<file path="src/cfr_pkg.sv">
// ----------------------------------------------------------------------------
// cfr_pkg
// Shared widths, reset constants and the structs that travel between the
// front, the command queue and the back of the checked frame receiver.
// ----------------------------------------------------------------------------
`default_nettype none

package cfr_pkg;

  localparam int unsigned DataW = 8;
  localparam int unsigned CntW  = 6;

  localparam logic [DataW-1:0] SumInit  = 8'd1;
  localparam logic [CntW-1:0]  LenReset = 6'd16;

  // One command per checksum byte: deliver a stored frame, or report an error.
  typedef struct packed {
    logic            ok;
    logic            bank;
    logic [CntW-1:0] len;
  } cmd_t;

  // Pulses when the back has moved the final byte of a bank out of the memory.
  typedef struct packed {
    logic valid;
    logic bank;
  } done_t;

endpackage : cfr_pkg

`default_nettype wire

</file>
<file path="src/cfr_ram.sv">
// ----------------------------------------------------------------------------
// cfr_ram
// Generic single-write, single-read RAM with a registered read port.
// ----------------------------------------------------------------------------
`default_nettype none

module cfr_ram #(
  parameter int unsigned Width = 8,
  parameter int unsigned Depth = 128
) (
  input  wire logic                     clk_i,
  input  wire logic                     we_i,
  input  wire logic [$clog2(Depth)-1:0] waddr_i,
  input  wire logic [Width-1:0]         wdata_i,
  input  wire logic                     re_i,
  input  wire logic [$clog2(Depth)-1:0] raddr_i,
  output      logic [Width-1:0]         rdata_o
);

  logic [Width-1:0] mem_q [Depth];
  logic [Width-1:0] rdata_q;

  always_ff @(posedge clk_i) begin
    if (we_i) begin
      mem_q[waddr_i] <= wdata_i;
    end
    if (re_i) begin
      rdata_q <= mem_q[raddr_i];
    end
  end

  assign rdata_o = rdata_q;

endmodule : cfr_ram

`default_nettype wire

</file>
<file path="src/cfr_cmd_fifo.sv">
// ----------------------------------------------------------------------------
// cfr_cmd_fifo
// Two-entry command queue between the front and the back.
// ----------------------------------------------------------------------------
`default_nettype none

module cfr_cmd_fifo (
  input  wire logic          clk_i,
  input  wire logic          rst_ni,
  input  wire logic          wr_i,
  input  wire cfr_pkg::cmd_t wdata_i,
  output      logic          full_o,
  input  wire logic          rd_i,
  output      cfr_pkg::cmd_t rdata_o,
  output      logic          empty_o
);

  cfr_pkg::cmd_t mem_q [2];
  logic          wr_ptr_q, wr_ptr_d;
  logic          rd_ptr_q, rd_ptr_d;
  logic [1:0]    count_q, count_d;
  logic          do_wr, do_rd;

  assign full_o  = (count_q == 2'd2);
  assign empty_o = (count_q == 2'd0);
  assign do_wr   = wr_i && !full_o;
  assign do_rd   = rd_i && !empty_o;
  assign rdata_o = mem_q[rd_ptr_q];

  always_comb begin
    wr_ptr_d = wr_ptr_q ^ do_wr;
    rd_ptr_d = rd_ptr_q ^ do_rd;
    count_d  = count_q + {1'b0, do_wr} - {1'b0, do_rd};
  end

  always_ff @(posedge clk_i or negedge rst_ni) begin
    if (!rst_ni) begin
      wr_ptr_q <= 1'b0;
      rd_ptr_q <= 1'b0;
      count_q  <= 2'd0;
    end else begin
      wr_ptr_q <= wr_ptr_d;
      rd_ptr_q <= rd_ptr_d;
      count_q  <= count_d;
    end
  end

  always_ff @(posedge clk_i) begin
    if (do_wr) begin
      mem_q[wr_ptr_q] <= wdata_i;
    end
  end

endmodule : cfr_cmd_fifo

`default_nettype wire

</file>
<file path="src/cfr_front.sv">
// ----------------------------------------------------------------------------
// cfr_front
// Accepts received bytes, stores payload into the current memory bank, keeps
// the running checksum and issues one command per checksum byte.
// ----------------------------------------------------------------------------
`default_nettype none

module cfr_front #(
  parameter int unsigned MaxFrame = 63,
  parameter int unsigned IdxW     = 6
) (
  input  wire logic                        clk_i,
  input  wire logic                        rst_ni,
  input  wire logic [cfr_pkg::CntW-1:0]    frame_len_i,
  input  wire logic                        push_i,
  input  wire logic [cfr_pkg::DataW-1:0]   rx_byte_i,
  output      logic                        full_o,
  output      logic                        we_o,
  output      logic [IdxW:0]               waddr_o,
  output      logic [cfr_pkg::DataW-1:0]   wdata_o,
  output      logic                        cmd_wr_o,
  output      cfr_pkg::cmd_t               cmd_o,
  input  wire logic                        cmd_full_i,
  input  wire cfr_pkg::done_t              done_i
);

  localparam logic [cfr_pkg::CntW-1:0] MaxLen = cfr_pkg::CntW'(MaxFrame);

  logic [cfr_pkg::CntW-1:0]  cnt_q, cnt_d;
  logic [cfr_pkg::DataW-1:0] sum_q, sum_d;
  logic                      bank_q, bank_d;
  logic [1:0]                busy_q, busy_d;
  logic [cfr_pkg::CntW-1:0]  len_eff;
  logic                      is_chk, accept, match;

  always_comb begin
    priority if (frame_len_i == '0) begin
      len_eff = cfr_pkg::CntW'(1);
    end else if (frame_len_i > MaxLen) begin
      len_eff = MaxLen;
    end else begin
      len_eff = frame_len_i;
    end
  end

  // A count at or past the length means this beat is the checksum byte.
  assign is_chk = (cnt_q >= len_eff);
  // Payload waits while the back still drains this bank; a checksum waits for queue room.
  assign full_o = is_chk ? cmd_full_i : busy_q[bank_q];
  assign accept = push_i && !full_o;
  assign match  = (rx_byte_i == sum_q);

  assign we_o    = accept && !is_chk;
  assign waddr_o = {bank_q, cnt_q[IdxW-1:0]};
  assign wdata_o = rx_byte_i;

  assign cmd_wr_o  = accept && is_chk;
  assign cmd_o.ok   = match;
  assign cmd_o.bank = bank_q;
  assign cmd_o.len  = len_eff;

  always_comb begin
    cnt_d  = cnt_q;
    sum_d  = sum_q;
    bank_d = bank_q;
    busy_d = busy_q;
    if (done_i.valid) begin
      busy_d[done_i.bank] = 1'b0;
    end
    if (accept) begin
      if (is_chk) begin
        cnt_d = '0;
        sum_d = cfr_pkg::SumInit;
        if (match) begin
          busy_d[bank_q] = 1'b1;
          bank_d         = !bank_q;
        end
      end else begin
        cnt_d = cnt_q + 1'b1;
        // 7 * sum is formed as 8 * sum - sum.
        sum_d = {sum_q[cfr_pkg::DataW-4:0], 3'b000} - sum_q + rx_byte_i;
      end
    end
  end

  always_ff @(posedge clk_i or negedge rst_ni) begin
    if (!rst_ni) begin
      cnt_q  <= '0;
      sum_q  <= cfr_pkg::SumInit;
      bank_q <= 1'b0;
      busy_q <= '0;
    end else begin
      cnt_q  <= cnt_d;
      sum_q  <= sum_d;
      bank_q <= bank_d;
      busy_q <= busy_d;
    end
  end

endmodule : cfr_front

`default_nettype wire

</file>
<file path="src/cfr_back.sv">
// ----------------------------------------------------------------------------
// cfr_back
// Takes commands from the queue and delivers either the stored frame, one
// memory read per result beat, or a single error beat.
// ----------------------------------------------------------------------------
`default_nettype none

module cfr_back #(
  parameter int unsigned IdxW = 6
) (
  input  wire logic                      clk_i,
  input  wire logic                      rst_ni,
  input  wire cfr_pkg::cmd_t             cmd_i,
  input  wire logic                      cmd_empty_i,
  output      logic                      cmd_rd_o,
  output      logic                      re_o,
  output      logic [IdxW:0]             raddr_o,
  input  wire logic [cfr_pkg::DataW-1:0] rdata_i,
  output      cfr_pkg::done_t            done_o,
  output      logic                      empty_o,
  input  wire logic                      pop_i,
  output      logic [cfr_pkg::DataW-1:0] payload_byte_o,
  output      logic                      frame_ok_o,
  output      logic                      last_o
);

  typedef enum logic [1:0] {
    StIdle = 2'b01,
    StRun  = 2'b10
  } state_e;

  state_e                    state_q, state_d;
  cfr_pkg::cmd_t             cur_q, cur_d;
  logic [cfr_pkg::CntW-1:0]  idx_q, idx_d;
  logic                      pend_q, pend_d;
  logic                      pend_last_q, pend_last_d;
  logic                      out_vld_q, out_vld_d;
  logic [cfr_pkg::DataW-1:0] out_byte_q, out_byte_d;
  logic                      out_ok_q, out_ok_d;
  logic                      out_last_q, out_last_d;
  logic                      slot_free;

  // A read or an error beat is only started when the output register is empty and no read is in flight.
  assign slot_free = !out_vld_q && !pend_q;

  assign empty_o        = !out_vld_q;
  assign payload_byte_o = out_byte_q;
  assign frame_ok_o     = out_ok_q;
  assign last_o         = out_last_q;
  assign raddr_o        = {cur_q.bank, idx_q[IdxW-1:0]};

  always_comb begin
    state_d     = state_q;
    cur_d       = cur_q;
    idx_d       = idx_q;
    pend_d      = pend_q;
    pend_last_d = pend_last_q;
    out_vld_d   = out_vld_q && !pop_i;
    out_byte_d  = out_byte_q;
    out_ok_d    = out_ok_q;
    out_last_d  = out_last_q;
    cmd_rd_o    = 1'b0;
    re_o        = 1'b0;
    done_o      = '0;

    if (pend_q) begin
      pend_d     = 1'b0;
      out_vld_d  = 1'b1;
      out_byte_d = rdata_i;
      out_ok_d   = 1'b1;
      out_last_d = pend_last_q;
      if (pend_last_q) begin
        done_o.valid = 1'b1;
        done_o.bank  = cur_q.bank;
        state_d      = StIdle;
      end
    end

    unique case (state_q)
      StIdle: begin
        if (!cmd_empty_i && slot_free) begin
          cmd_rd_o = 1'b1;
          cur_d    = cmd_i;
          idx_d    = '0;
          if (cmd_i.ok) begin
            state_d = StRun;
          end else begin
            out_vld_d  = 1'b1;
            out_byte_d = '0;
            out_ok_d   = 1'b0;
            out_last_d = 1'b1;
          end
        end
      end
      StRun: begin
        if (slot_free) begin
          re_o        = 1'b1;
          pend_d      = 1'b1;
          pend_last_d = ((idx_q + 1'b1) == cur_q.len);
          idx_d       = idx_q + 1'b1;
        end
      end
      default: begin
        state_d = StIdle;
      end
    endcase
  end

  always_ff @(posedge clk_i or negedge rst_ni) begin
    if (!rst_ni) begin
      state_q   <= StIdle;
      pend_q    <= 1'b0;
      out_vld_q <= 1'b0;
    end else begin
      state_q   <= state_d;
      pend_q    <= pend_d;
      out_vld_q <= out_vld_d;
    end
  end

  always_ff @(posedge clk_i) begin
    cur_q       <= cur_d;
    idx_q       <= idx_d;
    pend_last_q <= pend_last_d;
    out_byte_q  <= out_byte_d;
    out_ok_q    <= out_ok_d;
    out_last_q  <= out_last_d;
  end

endmodule : cfr_back

`default_nettype wire

</file>
<file path="src/checked_frame_receiver.sv">
// Receives fixed-length frames one byte per beat: frame_len payload bytes (0 counts
// as 1, and more than MAX_FRAME as MAX_FRAME) and then a checksum byte (start at 1,
// sum = 7 * sum + byte, modulo 256). After a checksum byte the frame is delivered
// from a two-bank memory. Each result beat needs a registered memory read, then the
// output register, which must be popped before the next read starts. The last beat is
// marked. A wrong checksum gives a single error beat instead. The banks alternate
// between good frames, so the next frame is taken while the previous one drains. The
// payload of the frame after that waits (full high) until its bank has been read out,
// and a checksum byte waits while two commands are already queued. The memory needs no
// clearing pass.
// ----------------------------------------------------------------------------
// checked_frame_receiver
// Top level: configuration register, front, command queue, frame memory, back.
// ----------------------------------------------------------------------------
`default_nettype none

module checked_frame_receiver #(
  parameter int unsigned MAX_FRAME = 63
) (
  input  wire logic                        clk_i,
  input  wire logic                        rst_ni,
  input  wire logic                        cfg_valid_i,
  output      logic                        cfg_ready_o,
  input  wire logic [cfr_pkg::CntW-1:0]    cfg_data_i,
  input  wire logic                        push,
  output      logic                        full,
  input  wire logic [cfr_pkg::DataW-1:0]   rx_byte_i,
  output      logic                        empty,
  input  wire logic                        pop,
  output      logic [cfr_pkg::DataW-1:0]   payload_byte_o,
  output      logic                        frame_ok_o,
  output      logic                        last_o
);

  localparam int unsigned IdxW  = (MAX_FRAME > 1) ? $clog2(MAX_FRAME) : 1;
  localparam int unsigned Depth = 2 * (2 ** IdxW);

  logic [cfr_pkg::CntW-1:0]  frame_len_q;
  logic                      we, re;
  logic [IdxW:0]             waddr, raddr;
  logic [cfr_pkg::DataW-1:0] wdata, rdata;
  logic                      cmd_wr, cmd_rd, cmd_full, cmd_empty;
  cfr_pkg::cmd_t             cmd_in, cmd_out;
  cfr_pkg::done_t            done;

  assign cfg_ready_o = 1'b1;

  always_ff @(posedge clk_i or negedge rst_ni) begin
    if (!rst_ni) begin
      frame_len_q <= cfr_pkg::LenReset;
    end else if (cfg_valid_i) begin
      frame_len_q <= cfg_data_i;
    end
  end

  cfr_front #(
    .MaxFrame (MAX_FRAME),
    .IdxW     (IdxW)
  ) u_front (
    .clk_i       (clk_i),
    .rst_ni      (rst_ni),
    .frame_len_i (frame_len_q),
    .push_i      (push),
    .rx_byte_i   (rx_byte_i),
    .full_o      (full),
    .we_o        (we),
    .waddr_o     (waddr),
    .wdata_o     (wdata),
    .cmd_wr_o    (cmd_wr),
    .cmd_o       (cmd_in),
    .cmd_full_i  (cmd_full),
    .done_i      (done)
  );

  cfr_cmd_fifo u_cmd_fifo (
    .clk_i   (clk_i),
    .rst_ni  (rst_ni),
    .wr_i    (cmd_wr),
    .wdata_i (cmd_in),
    .full_o  (cmd_full),
    .rd_i    (cmd_rd),
    .rdata_o (cmd_out),
    .empty_o (cmd_empty)
  );

  cfr_ram #(
    .Width (cfr_pkg::DataW),
    .Depth (Depth)
  ) u_ram (
    .clk_i   (clk_i),
    .we_i    (we),
    .waddr_i (waddr),
    .wdata_i (wdata),
    .re_i    (re),
    .raddr_i (raddr),
    .rdata_o (rdata)
  );

  cfr_back #(
    .IdxW (IdxW)
  ) u_back (
    .clk_i          (clk_i),
    .rst_ni         (rst_ni),
    .cmd_i          (cmd_out),
    .cmd_empty_i    (cmd_empty),
    .cmd_rd_o       (cmd_rd),
    .re_o           (re),
    .raddr_o        (raddr),
    .rdata_i        (rdata),
    .done_o         (done),
    .empty_o        (empty),
    .pop_i          (pop),
    .payload_byte_o (payload_byte_o),
    .frame_ok_o     (frame_ok_o),
    .last_o         (last_o)
  );

endmodule : checked_frame_receiver

`default_nettype wire
</file>
<file path="config.mk">
export PLATFORM = sky130hd
export DESIGN_NAME = checked_frame_receiver
export DESIGN_NICKNAME = d
export VERILOG_FILES = /design/src/cfr_pkg.sv /design/src/cfr_ram.sv /design/src/cfr_cmd_fifo.sv /design/src/cfr_front.sv /design/src/cfr_back.sv /design/src/checked_frame_receiver.sv
export SDC_FILE = /design/constraint.sdc
export NUM_CORES = 1
export LEC_CHECK = 0
export ABC_AREA = 1
export BUFFER_PORTS_ARGS = -buffer_cell sky130_fd_sc_hd__buf_2
export CORE_MARGIN = 2
export CORE_UTILIZATION = 30
export CTS_BUF_LIST = sky130_fd_sc_hd__clkbuf_8
export DETAILED_ROUTE_END_ITERATION = 10
export GPL_TIMING_DRIVEN = 0
export PLACE_DENSITY = 0.55
export SETUP_SLACK_MARGIN = 0.02
export SYNTH_ARGS = -nofsm -noshare
export SYNTH_HDL_FRONTEND = slang
export SYNTH_SLANG_ARGS = --single-unit
</file>
<file path="constraint.sdc">
create_clock -name clk_i -period 3.5 [get_ports clk_i]
set_input_delay 0.35 -clock clk_i [delete_from_list [all_inputs] [get_ports clk_i]]
set_output_delay 0.35 -clock clk_i [all_outputs]
set_load 0.005 [all_outputs]
</file>
==> results.ini, run 1 <==
[final_layout]
nets = 4936
layout-drive-gt1-share_pct = 13.4
fillerInstances = 16042
area_growth_pct = 16.8

[sta]
fin_hold_ws_ns = 0.200
final_max_slew_viol_count = 0
relSlewSlack_pct = 26.9
rsz0062_at_grt = true
min_period_ns = 3.50
setup_violations = 1
finalCritPeriodShare_pct = 100
setup_ws_ns = -0.00338
max_slew.worst_pin.slew_ns = 1.10
hold_violations = 0
fmax_mhz = 285
fin_skew_ns = 0.0469

[clock_tree]
cts_tree = yes
cts_buffer_depth = 3
cts_buffers = 185
clk_pin_slew_ns = 0.06
clk_latency_ns = 0.91
root_buffer = clkbuf_8
cts_max_level = 4
clkSinkCount = 1103

[synthesis]
synth_common_cells = nand2_1 (1550), edfxtp_1 (1062), inv_1 (526)
ys_seq_area_share_pct = 68.1
synth_edf_count = 1062
synth_cell_types = 42
synth_warnings = 0
yosysMostFrequentCell = nand2_1
synth_area_leaders = edfxtp_1 (66%), nand2_1 (12%), nand3_1 (4.8%)
async_flop_share_pct = 2.81
synth_top_area_share_pct = 66.1
syn_nets = 4641
synth_area_leader_cell = edfxtp_1
synth-main-ff-cell = edfxtp_1
syn_area_per_cell_um2 = 10.5
synth_area_mm2 = 0.0482
ys_seq_elements = 1103
netlist_instances = 4590

[route]
drc = 0
wl_mm = 161
vias = 34314
viasPerCell = 4.77
routedWlPerCell_um = 22.4
firstDrtPassIters = 6
antenna_left = 0
drt_iter0_drc = 4223

[floorplan]
die-area_mm2 = 0.164
core_mm2 = 0.160
die_y_um = 405
chipWidth_um = 405
ios = 32
num_rows = 147
start_util_pct = 30.1

[power]
p_leak_nw = 22.4
powerDensity_mw_per_mm2 = 766
max-vdd-ir-drop_mv = 0.498

[min_path]
min_from = pop
hold_class = in2reg
whs_path_depth = 3
hold_path_end = u_back.out_vld_q

[global_route]
grt_antenna_before_repair = 6
grt_pass1_wl_mm = 227
grt-ovfl-total = 0
grt_pass1_vias = 32367
grt_max_degree = 96
grt_usage_pct = 19.4

[worst_setup_path]
r2r_setup_slack_ns = -0.003
r2r_start = u_back.idx_q[1]
crit_chain = inv_2 > buf_2 > clkbuf_1 > nand3_1 > nand2_1 > nand2_1 > nand3_1 > nand3_1 > nand3_1 > nand3_1 > nand2_1
r2r_end = u_ram.rdata_o[3]
reg2reg_depth = 11
critical_path.startpoint_type = flip-flop
required_ns = 4.22
crit_fanout = 10
max_stage_delay_ns = 0.56
path_common_cell = nand3_1
arrival_ns = 4.22
cp-end-kind = flip-flop
path_class = reg2reg
cpMaxStageDelayCell = buf_2

[status]
status = finished, violations left
violations = negative setup slack

[place]
pre_cts_ws_ns = -0.947
hpwl_mm = 111
routabilityCongestion = 0.964
port-buffer-count = 30

[run]
cap_violations = 0

worst max-delay path by stage:
stage,to,start
floorplan,u_ram.mem_q[104][0],u_front.cnt_q[0]
global placement,u_front.sum_q[7],rx_byte_i[4]
detailed placement,u_ram.mem_q[103][2],u_front.cnt_q[0]
CTS,u_ram.mem_q[39][7],u_front.cnt_q[0]
global route,u_ram.mem_q[79][6],frame_len_q[1]
finish,u_ram.rdata_o[3],u_back.idx_q[1]
registers in the layout, indices dropped and copies added (netlist names), 2 cells and up:
register,flops
u_front.busy_q,2
u_cmd_fifo.count_q,2
u_front.sum_q,8
u_cmd_fifo.mem_q,16
u_back.cur_q,6
u_front.cnt_q,6
frame_len_q,6
u_back.state_q,2
u_ram.rdata_o,8
u_back.payload_byte_o,8
u_ram.mem_q,1024
u_back.idx_q,6
layer usage:
layer,up-vias,GRT usage (%),part of all wire [%]
met5,-,0,0
met1,16664,27.1,43
met2,1603,29.1,44
met3,315,3.58,9.2
li1,15732,-,-
met4,0,8.93,4.4
cell usage in the layout (no fill, tap or decap), types with 5 or more instances in the layout:
cell / n
nand2_1: 1549
edfxtp_1: 1062
inv_1: 587
nand3_1: 460
clkbuf_8: 193
nor2_1: 170
o21ai_0: 109
buf_2: 93
or2_2: 84
nor2_4: 83
clkbuf_1: 77
buf_4: 69
o211ai_1: 65
clkinv_1: 46
nor3_1: 35
nor2_2: 31
buf_1: 31
a21oi_1: 30
ha_1: 27
dfrtp_1: 27
dlygate4sd3_1: 26
buf_12: 22
buf_6: 19
clkinv_2: 18
o21ai_1: 14
dfxtp_1: 10
xnor2_1: 9
xor2_1: 8
buf_16: 8
mux2_2: 7
nand4_4: 7
inv_2: 5
fa_1: 5
cell families after synthesis:
family          count (synthesis)  share of synthesized area, %
flops                        1103                          68.1
compound gates                225                          2.72
other cells                     1                       0.00777
buf+inv                       775                          6.73
xor+xnor                       18                         0.342
simple gates                 2429                          21.0
fa+ha+maj                      32                         0.908
mux                             7                         0.163
where the power goes:
part,internal [mW],switching (mW)
registers,14.9,0.249
logic,4.43,12.8
clock network,5.24,5.47
total,24.6,18.5
critical path: cells and delay by family, from the launching register on:
| kind | cells | cell delay, ns |
|---|---|---|
| buffers and inverters | 3 | 1.52 |
| AND/OR/NAND/NOR | 8 | 1.34 |
| flip-flops | 1 | 0.43 |
metrics by stage:
step           util [%]  cells  setup TNS (ns)  total power [mW]  cell area, µm²
6_report           35.2   7191        -0.00338              43.1           56300
5_1_grt            35.2   7191               0              45.0           56300
4_1_cts            35.0   7173           -9.50              42.9           56000
3_5_place_dp       32.1   6788         -412.77              32.1           51400
3_3_place_gp       31.9   6780         -370.68              31.9           51100
2_1_floorplan         -   4590               0              24.8           48200
timing repair:
item / 4_1_cts / 5_1_grt
resized for setup: 185 / 23
setup buffers: 27 / 17
hold buffers: 26 / 0
hold endpoints to repair: 459 / 0
pin swaps: 13 / 8
setup endpoints to repair: 1025 / 770
cell type report:
type / count / area, µm² / area share (%)
antenna: 1 / 2.50 / 0.00444
buffer: 240 / 1260 / 2.23
clock buffer: 193 / 2660 / 4.71
clock inverter: 139 / 719 / 1.28
inverter: 535 / 2010 / 3.57
multi-input combinational: 2712 / 12800 / 22.8
sequential: 1103 / 32900 / 58.3
tap: 2160 / 2700 / 4.80
timing repair buffer: 108 / 1290 / 2.28
No activity file was read; power rests on OpenSTA's default activity.
==> inputs of run 2 (changes only) <==
==> constraint.sdc (replaced) <==
create_clock -name clk_i -period 4.49 [get_ports clk_i]
set_input_delay 0.449 -clock clk_i [delete_from_list [all_inputs] [get_ports clk_i]]
set_output_delay 0.449 -clock clk_i [all_outputs]
set_load 0.005 [all_outputs]
==> run 2 against run 1 <==
Compared with the run above:
- the run now ends clean
- utilization is 0.83 points lower
- power is 22% lower
- hold slack worse by 0.12 ns
- combinational power is 23% lower
- sequential power is 22% lower
- global-route usage is 0.056 points lower
- register-to-register slack better by 0.13 ns
- fmax is 20% lower
- worst setup slack better by 0.13 ns
- clock skew is 0.023 ns higher
- final cell count is 0.63% lower
- clock-buffer cell count stayed put
- largest cell class unchanged
- highest routed layer is now met5
==> results.ini, run 2 (same netlist as run 1, synthesis figures left out) <==
[route]
vias = 34234  ; -0.23%
wl_mm = 161  ; -0.17%
viasPerCell = 4.79  ; +0.40%
antenna_left = 0  ; unchanged
routedWlPerCell_um = 22.5  ; +0.46%
firstDrtPassIters = 6  ; unchanged
drc = 0  ; unchanged
drt_iter0_drc = 4248  ; +0.59%

[final_layout]
mostFrequentLayoutCells = nand2_1 (1550), edfxtp_1 (1062), inv_1 (588)
nets = 4888  ; -0.97%
top_regs = u_ram.mem_q: 1024 flops, u_cmd_fifo.mem_q: 16 flops
largest_register_ffs = 1024  ; unchanged
layout-drive-gt1-share_pct = 10.6  ; -2.9 points
area_growth_pct = 14.0
finalNonFillerCells = 7146  ; -0.63%
regMostFlops = u_ram.mem_q
final_common_cell = nand2_1
fillerInstances = 16179  ; +0.85%
fin_util_pct = 34.3  ; -0.83 points

[floorplan]
chipWidth_um = 405  ; unchanged
num_rows = 147  ; unchanged
ios = 32  ; unchanged
start_util_pct = 30.1  ; unchanged
core_mm2 = 0.160  ; unchanged
die_y_um = 405  ; unchanged
die-area_mm2 = 0.164  ; unchanged

[clock_tree]
clkSinkCount = 1103  ; unchanged
cts_buffers = 185  ; unchanged
clk_pin_slew_ns = 0.06  ; about the same
root_buffer = clkbuf_8
cts_buffer_depth = 3  ; unchanged
clk_latency_ns = 0.93  ; +0.02 ns
cts_tree = yes
cts_max_level = 4  ; unchanged

[sta]
fin_skew_ns = 0.0703  ; +0.0233 ns
relSlewSlack_pct = 5.35  ; -22 points
max_slew.worst_pin.slew_ns = 1.41  ; +0.318 ns
finalCritPeriodShare_pct = 97.3  ; -2.8 points
min_period_ns = 4.37  ; +0.865 ns
final_max_slew_viol_count = 0  ; unchanged
fmax_mhz = 229  ; -20%
setup_violations = 0  ; -1
rsz0062_at_grt = false
hold_violations = 0  ; unchanged

[worst_setup_path]
path_common_cell = nand2_1
path_class = reg2reg
cpMaxStageDelayCell = nor2_1
cp-end-kind = flip-flop
required_ns = 4.96  ; +0.74 ns
crit_chain = inv_1 > nand4_1 > o21ai_0 > ha_1 > o21ai_1 > nand2_1 > nand2_1 > nand2_2 > inv_2 > o21ai_4 > nor2_8 > nand4_4 > buf_6 > nor2_1
critical_path.startpoint_type = flip-flop
crit_fanout = 10  ; unchanged
arrival_ns = 4.84  ; +0.62 ns
max_stage_delay_ns = 0.99  ; +0.43 ns

[place]
port-buffer-count = 30  ; unchanged
routabilityCongestion = 0.964  ; unchanged
hpwl_mm = 111  ; unchanged
dp_cells = 6788  ; unchanged

[global_route]
grt_usage_pct = 19.3  ; -0.056 points
grt_pass1_wl_mm = 226  ; -0.43%
grt_pass1_vias = 32242  ; -0.39%
grt_antenna_before_repair = 7  ; +1
grt_max_degree = 96  ; unchanged
grt-ovfl-total = 0  ; unchanged

[power]
p_leak_nw = 22.0  ; -1.5%
powerDensity_mw_per_mm2 = 609  ; -20%
max-vdd-ir-drop_mv = 0.386  ; -23%

[min_path]
hold_class = in2reg

[status]
status = complete, no violations

[run]
cap_violations = 0  ; unchanged

run 2: cell count changes in the layout (fill, tap and decap cells not counted), sizes merged:
cell         before  now
clkbuf          273  271
diode             1    4
dlygate4sd3      26   22
inv             603  604
clkinvlp          2    1
buf             242  200
run 2: worst paths after layout:
path	startpoint	to	slack [ns]	cells after the start
worst max-delay path	frame_len_q[1]	u_ram.mem_q[106][2]	0.12	14
worst min-delay path	rx_byte_i[3]	u_ram.mem_q[123][3]	0.08	1
worst max register to register	frame_len_q[1]	u_ram.mem_q[106][2]	0.12	14
worst min register to register	u_back.payload_byte_o[5]	u_back.payload_byte_o[5]	0.46	2
max in group asynchronous	rst_ni	u_front.cnt_q[4]	3.82	2
min in group asynchronous	rst_ni	u_front.sum_q[6]	0.14	2
run 2: worst max-delay path, delay by kind of cell, from the launching register on:
| family | cells | cell delay (ns) |
|---|---|---|
| buffers and inverters | 3 | 0.56 |
| and+or+nand+nor | 7 | 2.02 |
| DFF | 1 | 0.38 |
| adders and majority gates | 1 | 0.32 |
| AOI/OAI and AO/OA | 3 | 0.62 |
run 2: power breakdown:
part,leakage [nW],total [mW],switching [mW],internal (mW)
Clock,1.96,8.37,4.29,4.08
Combinational,10.1,13.3,9.91,3.40
Sequential,10.0,11.8,0.192,11.6
Total,22.0,33.5,14.4,19.1
run 2: routing by layer:
| metal | global-route usage [%] | up-vias | part of all wire (%) |
|---|---|---|---|
| li1 | - | 15621 | - |
| met2 | 29.0 | 1688 | 43 |
| met1 | 26.8 | 16586 | 43 |
| met4 | 9.00 | 4 | 4.6 |
| met3 | 4.07 | 335 | 9.4 |
| met5 | 0 | - | 0.016 |
run 2: stage by stage:
stage	TNS [ns]	setup slack (ns)	instance area [µm²]	hold slack, ns	power (mW)
2_1_floorplan	0	1.57	48200	0.153	19.3
3_3_place_gp	-1.65	-0.532	51100	0.454	24.9
3_5_place_dp	0	0.0430	51400	0.455	25.0
4_1_cts	0	0.0247	55000	0.00868	33.3
5_1_grt	0	0.00964	55000	0.0542	34.9
6_report	0	0.122	55000	0.0757	33.5
run 2: repair_timing:
item                                    in CTS  in global routing
hold buffers                                22                  0
gates resized for setup                      0                 13
hold endpoints to repair                   257                  0
endpoints found under the setup margin       0                104
setup buffers                                0                  0
run 2: final cells by class:
| cell class | instances | area (µm²) | share of cell area [%] |
|---|---|---|---|
| Tap cell | 2160 | 2700 | 4.91 |
| Buffer | 240 | 1240 | 2.25 |
| Clock inverter | 139 | 719 | 1.31 |
| Sequential cell | 1103 | 32900 | 59.8 |
| Antenna cell | 4 | 10.0 | 0.0182 |
| Timing Repair Buffer | 60 | 641 | 1.16 |
| Inverter | 535 | 2010 | 3.65 |
| Clock buffer | 193 | 2660 | 4.83 |
| Multi-Input combinational cell | 2712 | 12200 | 22.1 |
